==> src/hdl/pdt_pkg.sv <==
package pdt_pkg;

    // Stream widths.
    localparam int S_TDATA_W = 104;
    localparam int S_TUSER_W = 3;
    localparam int M_TDATA_W = 8;
    localparam int CFG_W     = 32;

    // Input field positions in s_tdata, lowest bit first.
    localparam int SEL_LSB   = 0;
    localparam int TICKS_LSB = 4;
    localparam int INIT_LSB  = 37;
    localparam int EN_BIT    = 70;
    localparam int NOW_LSB   = 71;

    localparam logic [CFG_W-1:0] WRAP_RESET = 32'hFFFF_FFFF;

    // Opcodes carried on s_tuser.
    localparam logic [2:0] OP_REGISTER  = 3'd0;
    localparam logic [2:0] OP_RESTART   = 3'd1;
    localparam logic [2:0] OP_PAUSE     = 3'd2;
    localparam logic [2:0] OP_SET_DELAY = 3'd3;
    localparam logic [2:0] OP_SET_OWN   = 3'd4;
    localparam logic [2:0] OP_SCAN      = 3'd5;

    // Result kinds.
    localparam logic [1:0] KIND_ACK      = 2'd0;
    localparam logic [1:0] KIND_DISPATCH = 2'd1;
    localparam logic [1:0] KIND_NONE_DUE = 2'd2;

    // Error codes.
    localparam logic [1:0] ERR_OK         = 2'd0;
    localparam logic [1:0] ERR_FULL       = 2'd1;
    localparam logic [1:0] ERR_UNUSED     = 2'd2;
    localparam logic [1:0] ERR_NO_CURRENT = 2'd3;

    typedef enum logic [2:0] {
        ST_IDLE,
        ST_EXEC,
        ST_READ,
        ST_DELTA,
        ST_COMPARE,
        ST_FINISH
    } state_t;

endpackage

==> src/hdl/periodic_task_dispatcher.sv <==
// Periodic task dispatcher. Requests arrive on the s_ stream with the opcode on
// s_tuser; results leave on the m_ stream, m_tlast marking the final result of
// a request. Every opcode but scan answers with one acknowledge, sent once the
// output register is free. A scan visits each registered task in turn: a
// disabled task is skipped in the read state, and an enabled task passes
// through a registered read of the task memories, an elapsed-time subtract
// and a compare against the interval. A scan also waits while the output
// register is still full. A new request is taken only when the previous
// one is finished; the last result may still be waiting in the output register.
// The wrap count is written through the cfg_ port; the user must write it only
// while the block is idle, and the block itself does not enforce this.
module periodic_task_dispatcher #(
    parameter int MAX_TASKS = 16,
    parameter int TIME_BITS = 32
) (
    input  logic                           aclk,
    input  logic                           aresetn,

    input  logic                           s_tvalid,
    output logic                           s_tready,
    // task_select[3:0], ticks[36:4], initial_delay[69:37], start_enabled[70],
    // current_time[102:71], zero[103]
    input  logic [pdt_pkg::S_TDATA_W-1:0]  s_tdata,
    // opcode[2:0]
    input  logic [pdt_pkg::S_TUSER_W-1:0]  s_tuser,

    output logic                           m_tvalid,
    input  logic                           m_tready,
    // kind[1:0], task_index[5:2], error[7:6]
    output logic [pdt_pkg::M_TDATA_W-1:0]  m_tdata,
    output logic                           m_tlast,

    input  logic                           cfg_valid,
    output logic                           cfg_ready,
    input  logic [pdt_pkg::CFG_W-1:0]      cfg_data
);

    localparam int IDX_W = (MAX_TASKS > 1) ? $clog2(MAX_TASKS) : 1;
    localparam int CNT_W = $clog2(MAX_TASKS + 1);
    localparam int SEL_W = (CNT_W > 4) ? CNT_W : 4;

    // Low TIME_BITS bits of a 32-bit value.
    function automatic logic [TIME_BITS-1:0] to_time(input logic [31:0] v);
        logic [63:0] w;
        w = {32'd0, v};
        return w[TIME_BITS-1:0];
    endfunction

    // Low 32 bits of a time request, saturated to the timer width.
    function automatic logic [TIME_BITS-1:0] sat_time(input logic [31:0] v);
        logic [63:0] w;
        w = {32'd0, v};
        if ((w >> TIME_BITS) != 64'd0) begin
            return '1;
        end
        return w[TIME_BITS-1:0];
    endfunction

    pdt_pkg::state_t state_reg, state_next;

    logic [31:0]          wrap_reg;
    logic [2:0]           op_reg, op_next;
    logic [3:0]           sel_reg, sel_next;
    logic [32:0]          ticks_reg, ticks_next;
    logic [32:0]          init_reg, init_next;
    logic                 en_reg, en_next;
    logic [TIME_BITS-1:0] now_reg, now_next;

    logic [MAX_TASKS-1:0] pending_reg, pending_next;
    logic [MAX_TASKS-1:0] enable_reg, enable_next;
    logic [CNT_W-1:0]     count_reg, count_next;
    logic [IDX_W-1:0]     cur_slot_reg, cur_slot_next;
    logic                 cur_valid_reg, cur_valid_next;

    logic [CNT_W-1:0]     scan_reg, scan_next;
    logic                 hold_valid_reg, hold_valid_next;
    logic [IDX_W-1:0]     hold_idx_reg, hold_idx_next;
    logic [TIME_BITS-1:0] delta_reg, delta_next;
    logic [TIME_BITS-1:0] interval_reg, interval_next;

    logic                 out_valid_reg, out_valid_next;
    logic [1:0]           out_kind_reg, out_kind_next;
    logic [3:0]           out_idx_reg, out_idx_next;
    logic [1:0]           out_err_reg, out_err_next;
    logic                 out_last_reg, out_last_next;

    logic                 period_we, delay_we, last_we;
    logic [IDX_W-1:0]     period_waddr, delay_waddr, last_waddr;
    logic [TIME_BITS-1:0] period_wdata, delay_wdata, last_wdata;
    logic [TIME_BITS-1:0] period_q, delay_q, last_q;

    logic [IDX_W-1:0]     scan_addr;
    logic [IDX_W-1:0]     sel_idx;
    logic [IDX_W-1:0]     new_slot;
    logic [CNT_W-1:0]     scan_inc;
    logic                 sel_ok;
    logic                 out_free;
    logic [TIME_BITS-1:0] wrap_t;

    assign scan_addr = scan_reg[IDX_W-1:0];
    assign scan_inc  = scan_reg + CNT_W'(1);
    assign sel_idx   = IDX_W'(sel_reg);
    assign new_slot  = count_reg[IDX_W-1:0];
    assign sel_ok    = SEL_W'(sel_reg) < SEL_W'(count_reg);
    assign out_free  = !out_valid_reg || m_tready;
    assign wrap_t    = to_time(wrap_reg);

    assign s_tready  = (state_reg == pdt_pkg::ST_IDLE);
    assign cfg_ready = 1'b1;
    assign m_tvalid  = out_valid_reg;
    assign m_tdata   = {out_err_reg, out_idx_reg, out_kind_reg};
    assign m_tlast   = out_last_reg;

    pdt_ram #(.WIDTH(TIME_BITS), .DEPTH(MAX_TASKS)) u_period_ram (
        .aclk  (aclk),
        .we    (period_we),
        .waddr (period_waddr),
        .wdata (period_wdata),
        .raddr (scan_addr),
        .rdata (period_q)
    );

    pdt_ram #(.WIDTH(TIME_BITS), .DEPTH(MAX_TASKS)) u_delay_ram (
        .aclk  (aclk),
        .we    (delay_we),
        .waddr (delay_waddr),
        .wdata (delay_wdata),
        .raddr (scan_addr),
        .rdata (delay_q)
    );

    pdt_ram #(.WIDTH(TIME_BITS), .DEPTH(MAX_TASKS)) u_last_ram (
        .aclk  (aclk),
        .we    (last_we),
        .waddr (last_waddr),
        .wdata (last_wdata),
        .raddr (scan_addr),
        .rdata (last_q)
    );

    always_comb begin
        state_next      = state_reg;
        op_next         = op_reg;
        sel_next        = sel_reg;
        ticks_next      = ticks_reg;
        init_next       = init_reg;
        en_next         = en_reg;
        now_next        = now_reg;
        pending_next    = pending_reg;
        enable_next     = enable_reg;
        count_next      = count_reg;
        cur_slot_next   = cur_slot_reg;
        cur_valid_next  = cur_valid_reg;
        scan_next       = scan_reg;
        hold_valid_next = hold_valid_reg;
        hold_idx_next   = hold_idx_reg;
        delta_next      = delta_reg;
        interval_next   = interval_reg;
        out_valid_next  = out_valid_reg && !m_tready;
        out_kind_next   = out_kind_reg;
        out_idx_next    = out_idx_reg;
        out_err_next    = out_err_reg;
        out_last_next   = out_last_reg;

        period_we    = 1'b0;
        period_waddr = new_slot;
        period_wdata = sat_time(ticks_reg[31:0]);
        delay_we     = 1'b0;
        delay_waddr  = new_slot;
        delay_wdata  = sat_time(ticks_reg[31:0]);
        last_we      = 1'b0;
        last_waddr   = new_slot;
        last_wdata   = '0;

        case (state_reg)
            pdt_pkg::ST_IDLE: begin
                if (s_tvalid) begin
                    op_next    = s_tuser;
                    sel_next   = s_tdata[pdt_pkg::SEL_LSB +: 4];
                    ticks_next = s_tdata[pdt_pkg::TICKS_LSB +: 33];
                    init_next  = s_tdata[pdt_pkg::INIT_LSB +: 33];
                    en_next    = s_tdata[pdt_pkg::EN_BIT];
                    now_next   = to_time(s_tdata[pdt_pkg::NOW_LSB +: 32]);
                    if (s_tuser == pdt_pkg::OP_SCAN) begin
                        scan_next       = '0;
                        hold_valid_next = 1'b0;
                        state_next      = (count_reg == '0) ? pdt_pkg::ST_FINISH
                                                            : pdt_pkg::ST_READ;
                    end else begin
                        state_next = pdt_pkg::ST_EXEC;
                    end
                end
            end

            pdt_pkg::ST_EXEC: begin
                if (out_free) begin
                    out_valid_next = 1'b1;
                    out_kind_next  = pdt_pkg::KIND_ACK;
                    out_idx_next   = 4'd0;
                    out_err_next   = pdt_pkg::ERR_OK;
                    out_last_next  = 1'b1;
                    state_next     = pdt_pkg::ST_IDLE;
                    case (op_reg)
                        pdt_pkg::OP_REGISTER: begin
                            if (count_reg == CNT_W'(MAX_TASKS)) begin
                                out_err_next = pdt_pkg::ERR_FULL;
                            end else if (ticks_reg[32]) begin
                                out_err_next = pdt_pkg::ERR_NO_CURRENT;
                            end else begin
                                period_we             = 1'b1;
                                last_we               = 1'b1;
                                delay_wdata           = sat_time(init_reg[31:0]);
                                delay_we              = !init_reg[32];
                                pending_next[new_slot] = !init_reg[32];
                                enable_next[new_slot]  = en_reg;
                                count_next            = count_reg + CNT_W'(1);
                                out_idx_next          = 4'(new_slot);
                            end
                        end
                        pdt_pkg::OP_RESTART, pdt_pkg::OP_PAUSE,
                        pdt_pkg::OP_SET_DELAY: begin
                            out_idx_next = sel_reg;
                            if (!sel_ok) begin
                                out_err_next = pdt_pkg::ERR_UNUSED;
                            end else if (op_reg == pdt_pkg::OP_RESTART) begin
                                enable_next[sel_idx] = 1'b1;
                            end else if (op_reg == pdt_pkg::OP_PAUSE) begin
                                enable_next[sel_idx] = 1'b0;
                            end else begin
                                delay_waddr           = sel_idx;
                                delay_we              = !ticks_reg[32];
                                pending_next[sel_idx] = !ticks_reg[32];
                            end
                        end
                        pdt_pkg::OP_SET_OWN: begin
                            if (!cur_valid_reg) begin
                                out_err_next = pdt_pkg::ERR_NO_CURRENT;
                            end else begin
                                delay_waddr                = cur_slot_reg;
                                delay_we                   = !ticks_reg[32];
                                pending_next[cur_slot_reg] = !ticks_reg[32];
                                out_idx_next               = 4'(cur_slot_reg);
                            end
                        end
                        default: begin
                            // Unknown opcodes only acknowledge.
                        end
                    endcase
                end
            end

            pdt_pkg::ST_READ: begin
                // The task memories are addressed by the scan index here.
                if (enable_reg[scan_addr]) begin
                    state_next = pdt_pkg::ST_DELTA;
                end else begin
                    scan_next  = scan_inc;
                    state_next = (scan_inc == count_reg) ? pdt_pkg::ST_FINISH
                                                         : pdt_pkg::ST_READ;
                end
            end

            pdt_pkg::ST_DELTA: begin
                if (now_reg < last_q) begin
                    delta_next = wrap_t - last_q + now_reg;
                end else begin
                    delta_next = now_reg - last_q;
                end
                interval_next = pending_reg[scan_addr] ? delay_q : period_q;
                state_next    = pdt_pkg::ST_COMPARE;
            end

            pdt_pkg::ST_COMPARE: begin
                if (delta_reg < interval_reg) begin
                    scan_next  = scan_inc;
                    state_next = (scan_inc == count_reg) ? pdt_pkg::ST_FINISH
                                                         : pdt_pkg::ST_READ;
                end else if (!hold_valid_reg || out_free) begin
                    // The previous dispatch is sent now that another one
                    // follows it; this one is held until another follows or the scan ends.
                    if (hold_valid_reg) begin
                        out_valid_next = 1'b1;
                        out_kind_next  = pdt_pkg::KIND_DISPATCH;
                        out_idx_next   = 4'(hold_idx_reg);
                        out_err_next   = pdt_pkg::ERR_OK;
                        out_last_next  = 1'b0;
                    end
                    last_we                 = 1'b1;
                    last_waddr              = scan_addr;
                    last_wdata              = now_reg;
                    pending_next[scan_addr] = 1'b0;
                    cur_slot_next           = scan_addr;
                    cur_valid_next          = 1'b1;
                    hold_valid_next         = 1'b1;
                    hold_idx_next           = scan_addr;
                    scan_next               = scan_inc;
                    state_next = (scan_inc == count_reg) ? pdt_pkg::ST_FINISH
                                                         : pdt_pkg::ST_READ;
                end
            end

            pdt_pkg::ST_FINISH: begin
                if (out_free) begin
                    out_valid_next = 1'b1;
                    out_err_next   = pdt_pkg::ERR_OK;
                    out_last_next  = 1'b1;
                    if (hold_valid_reg) begin
                        out_kind_next = pdt_pkg::KIND_DISPATCH;
                        out_idx_next  = 4'(hold_idx_reg);
                    end else begin
                        out_kind_next = pdt_pkg::KIND_NONE_DUE;
                        out_idx_next  = 4'd0;
                    end
                    state_next = pdt_pkg::ST_IDLE;
                end
            end

            default: begin
                state_next = pdt_pkg::ST_IDLE;
            end
        endcase
    end

    always_ff @(posedge aclk) begin
        if (!aresetn) begin
            state_reg      <= pdt_pkg::ST_IDLE;
            wrap_reg       <= pdt_pkg::WRAP_RESET;
            pending_reg    <= '0;
            enable_reg     <= '0;
            count_reg      <= '0;
            cur_slot_reg   <= '0;
            cur_valid_reg  <= 1'b0;
            hold_valid_reg <= 1'b0;
            out_valid_reg  <= 1'b0;
        end else begin
            state_reg      <= state_next;
            if (cfg_valid) begin
                wrap_reg <= cfg_data;
            end
            pending_reg    <= pending_next;
            enable_reg     <= enable_next;
            count_reg      <= count_next;
            cur_slot_reg   <= cur_slot_next;
            cur_valid_reg  <= cur_valid_next;
            hold_valid_reg <= hold_valid_next;
            out_valid_reg  <= out_valid_next;
        end
    end

    always_ff @(posedge aclk) begin
        op_reg       <= op_next;
        sel_reg      <= sel_next;
        ticks_reg    <= ticks_next;
        init_reg     <= init_next;
        en_reg       <= en_next;
        now_reg      <= now_next;
        scan_reg     <= scan_next;
        hold_idx_reg <= hold_idx_next;
        delta_reg    <= delta_next;
        interval_reg <= interval_next;
        out_kind_reg <= out_kind_next;
        out_idx_reg  <= out_idx_next;
        out_err_reg  <= out_err_next;
        out_last_reg <= out_last_next;
    end

endmodule

==> src/hdl/pdt_ram.sv <==
module pdt_ram #(
    parameter int WIDTH  = 32,
    parameter int DEPTH  = 16,
    parameter int ADDR_W = (DEPTH > 1) ? $clog2(DEPTH) : 1
) (
    input  logic                  aclk,
    input  logic                  we,
    input  logic [ADDR_W-1:0]     waddr,
    input  logic [WIDTH-1:0]      wdata,
    input  logic [ADDR_W-1:0]     raddr,
    output logic [WIDTH-1:0]      rdata
);

    logic [WIDTH-1:0] mem_reg [DEPTH];
    logic [WIDTH-1:0] rdata_reg;

    always_ff @(posedge aclk) begin
        if (we) begin
            mem_reg[waddr] <= wdata;
        end
        rdata_reg <= mem_reg[raddr];
    end

    assign rdata = rdata_reg;

endmodule
==> config.mk <==
export PLATFORM = sky130hd
export DESIGN_NAME = periodic_task_dispatcher
export DESIGN_NICKNAME = d
export VERILOG_FILES = /design/src/hdl/pdt_pkg.sv /design/src/hdl/periodic_task_dispatcher.sv /design/src/hdl/pdt_ram.sv
export SDC_FILE = /design/constraint.sdc
export NUM_CORES = 2
export LEC_CHECK = 0
export CAP_MARGIN = 40
export CORE_UTILIZATION = 25
export CTS_BUF_LIST = sky130_fd_sc_hd__clkbuf_8
export DETAILED_ROUTE_END_ITERATION = 8
export DONT_BUFFER_PORTS = 1
export HOLD_SLACK_MARGIN = 0.12
export PLACE_DENSITY = 0.44
export SLEW_MARGIN = 20
export SYNTH_ARGS = -nofsm -noshare
export SYNTH_HDL_FRONTEND = slang
export SYNTH_SLANG_ARGS = --single-unit
==> constraint.sdc <==
create_clock -name aclk -period 10.3 [get_ports aclk]
set_clock_uncertainty 0.15 [all_clocks]
set_input_delay 0 -clock aclk [delete_from_list [all_inputs] [get_ports aclk]]
set_output_delay 0 -clock aclk [all_outputs]
set_load 0.1 [all_outputs]
==> metrics.cfg <==
[logic_synthesis]
synth_edf_count = 1724
synth.most_common_cell = sky130_fd_sc_hd__edfxtp_1
sequential_element_share_of_the_synthesized_area = 0.714
postSynthRegisterBits = 1899
dominantRegCellSynth = sky130_fd_sc_hd__edfxtp_1
top_post_synthesis_cells_by_area = sky130_fd_sc_hd__edfxtp_1, sky130_fd_sc_hd__mux4_2, sky130_fd_sc_hd__dfxtp_1, sky130_fd_sc_hd__ha_1, sky130_fd_sc_hd__nand2_1
mappedNetlistNets = 4501
yosys_warnings = 0
netlist-cell-type-count = 86
synthesis.area_um2 = 77500
synth_commonest_cells = sky130_fd_sc_hd__edfxtp_1, sky130_fd_sc_hd__mux4_2, sky130_fd_sc_hd__nand2_1, sky130_fd_sc_hd__inv_1, sky130_fd_sc_hd__dfxtp_1
postSynth.asyncResetShare = 0
synth_top_area_share = 0.668
post_synth_inst_count = 4220
most_area_hungry_cell_type_in_the_yosys_netlist = sky130_fd_sc_hd__edfxtp_1
postSynthAreaPerCell_um2 = 18.4

[worst_hold_path]
worst_min_delay_path_category = in2reg

[floorplanning]
starting_density_of_the_core = 0.251
io-pin-count = 156
die_h_um = 559
placeableCoreArea_um2 = 309000
row_count = 204
floorplan.die_area_um2 = 312000
die_w_um = 559

[timing]
final_worst_slack_ps = 5270
grt_setup_unrepaired = false
timing_hold_violations_final = 0
post-route-period-util = 0.488
slew_viol_final = 0
worst_pin_slew_ps = 1050
max_freq_ghz = 0.199
timing.final.setup_violations = 0
finalSetupTns_ps = 0
worst_hold_slack_ps = 179
final_period_minus_worst_setup_slack_ps = 5030
worst_slew_margin_rel = 0.297

[clock_tree]
clock_tree.root_cell = sky130_fd_sc_hd__clkbuf_8
cts-root-to-sink-buffers = 4
clk-insertion-delay-late_ps = 960
tritoncts = yes
clock_sink_count = 1899
cts.clk_slew.worst_paths_ps = 60
total_clock_buffers_created_by_cts = 332
clock_tree.htree_level_count = 5
post_cts_resized = 0

[route]
drc = 0
antenna_left = 0
routed-via-count = 42400
drt-wirelength-per-cell_um = 24.9
drt_wl_total_um = 231000
first_pass_iters = 7
dr.first_iter.drc_count = 3317
route.detailed.vias_per_inst = 4.58

[critical_path]
crit_path_cell_trace = ha_1 -> and4_1 -> or3b_2 -> o21ai_0 -> a21oi_1 -> o31ai_4 -> buf_4 -> and2_1 -> buf_8 -> mux2i_1 -> buf_2 -> nor2_4 -> buf_4
timing.critical_path.slowest_cell_delay_ps = 650
crit_slowest_cell = sky130_fd_sc_hd__buf_4
worstPathMaxFanout = 44
timing.critical_path.from_type = flip-flop
critical_path.n_buffers_inverters = 4
timing.critical_path.max_delay_family = buffers and inverters
worst_path_most_repeated_cell = sky130_fd_sc_hd__buf_4
endpoint_kind = flip-flop
required_time_of_the_critical_path_ps = 10650
crit_type = reg2reg
crit_path_dat_ps = 5380

[finish]
layout-area-overhead-vs-synth_pct = 21.3
layout.nets = 5160
share_of_cells_above_drive_strength_1 = 0.222
fill_cells = 30300
final_core_occ = 0.305

[placement]
dpl_worst_slack_ps = 4990
portBuffers = 0
place_congestion = 0.799
post-dp-hpwl_um = 126000

[global_route]
groute.usage.overall = 0.146
initial_antenna_violation_count = 17
first_pass_grt_wire_length_um = 327000
first_global_vias = 44500
overflow = 0
grt_max_degree = 133

[power]
design_power_total_mw = 20.2
cellLeakagePower_nw = 31.0
power.density_nw_per_um2 = 215
vdd_ir_drop_max_v = 0.000134

[outcome]
run_status = finished, final reports clean

[job]
drv.max_cap_violation_count = 0

-- metrics by stage --
step	instances	cell area (um^2)
6_report	9267	94000
5_1_grt	9262	94000
4_1_cts	9253	93800
3_5_place_dp	8237	83400
2_1_floorplan	4220	77500
3_3_place_gp	8205	82800
-- metal layers --
metal	global-route usage	wire (um)	up-vias
met5	0	24	-
met4	0.0430	5810	6
met3	0.0214	10600	367
met2	0.234	108000	1239
met1	0.205	107000	22600
li1	-	-	18300
-- repair_timing --
action                    in CTS  in global routing
setup buffers                  0                  0
hold buffers                 421                  0
hold endpoints to repair     281                  0
-- report_power, final --
group          internal (mW)  total (mW)  leakage (nW)  switching [mW]
combinational           1.80        4.41          10.5            2.61
sequential              8.92        9.25          16.8           0.324
clock                   3.37        6.50          3.59            3.13
total                   14.1        20.2          31.0            6.07
-- cell type report --
type	instances	area, um^2	share of cell area
Antenna cell	7	17.5	0.000186
Clock buffer	371	5110	0.0543
Clock inverter	224	1030	0.0109
Inverter	215	807	0.00859
Multi-Input combinational cell	1883	20800	0.222
Sequential cell	1899	55300	0.588
Tap cell	4120	5150	0.0549
Timing Repair Buffer	548	5750	0.0612
-- worst paths after layout --
path	cells past startpoint	start	slack [ps]	to
hold reg to reg	2	flip-flop	370	flip-flop
setup / recovery	13	delta_reg[30]	5270	u_last_ram.mem_reg[0][9]
setup reg to reg	13	delta_reg[30]	5270	u_last_ram.mem_reg[0][9]
hold / removal	2	s_tdata[102]	180	now_reg[31]
-- logic make-up (layout without fill, tap and decap cells) --
group / after synthesis / after routing / share of synthesized area
xor gates and xnor gates: 62 / 62 / 0.00701
and+or+nand+nor: 619 / 619 / 0.0363
adders and majority gates: 137 / 137 / 0.0252
other: 1 / 8 / 0.0000484
muxes: 549 / 549 / 0.151
buffers and inverters: 438 / 1358 / 0.0225
DFF: 1899 / 1899 / 0.714
AOI/OAI and AO/OA: 515 / 515 / 0.0446
-- cells in the final DEF, fill, tap and decap left out, types with 47 or more instances in the layout --
cell / netlist / layout
sky130_fd_sc_hd__a21oi_1: 140 / 138
sky130_fd_sc_hd__and3_1: 49 / 49
sky130_fd_sc_hd__buf_4: 7 / 87
sky130_fd_sc_hd__clkbuf_8: 0 / 371
sky130_fd_sc_hd__clkinv_1: 0 / 58
sky130_fd_sc_hd__dfxtp_1: 175 / 175
sky130_fd_sc_hd__dlygate4sd3_1: 0 / 418
sky130_fd_sc_hd__edfxtp_1: 1724 / 1724
sky130_fd_sc_hd__ha_1: 105 / 105
sky130_fd_sc_hd__inv_1: 215 / 341
sky130_fd_sc_hd__mux4_2: 490 / 489
sky130_fd_sc_hd__nand2_1: 252 / 251
sky130_fd_sc_hd__nor2_1: 151 / 102
sky130_fd_sc_hd__nor2_4: 0 / 47
sky130_fd_sc_hd__o21ai_0: 83 / 83
Power figures use the tool's default switching activity.
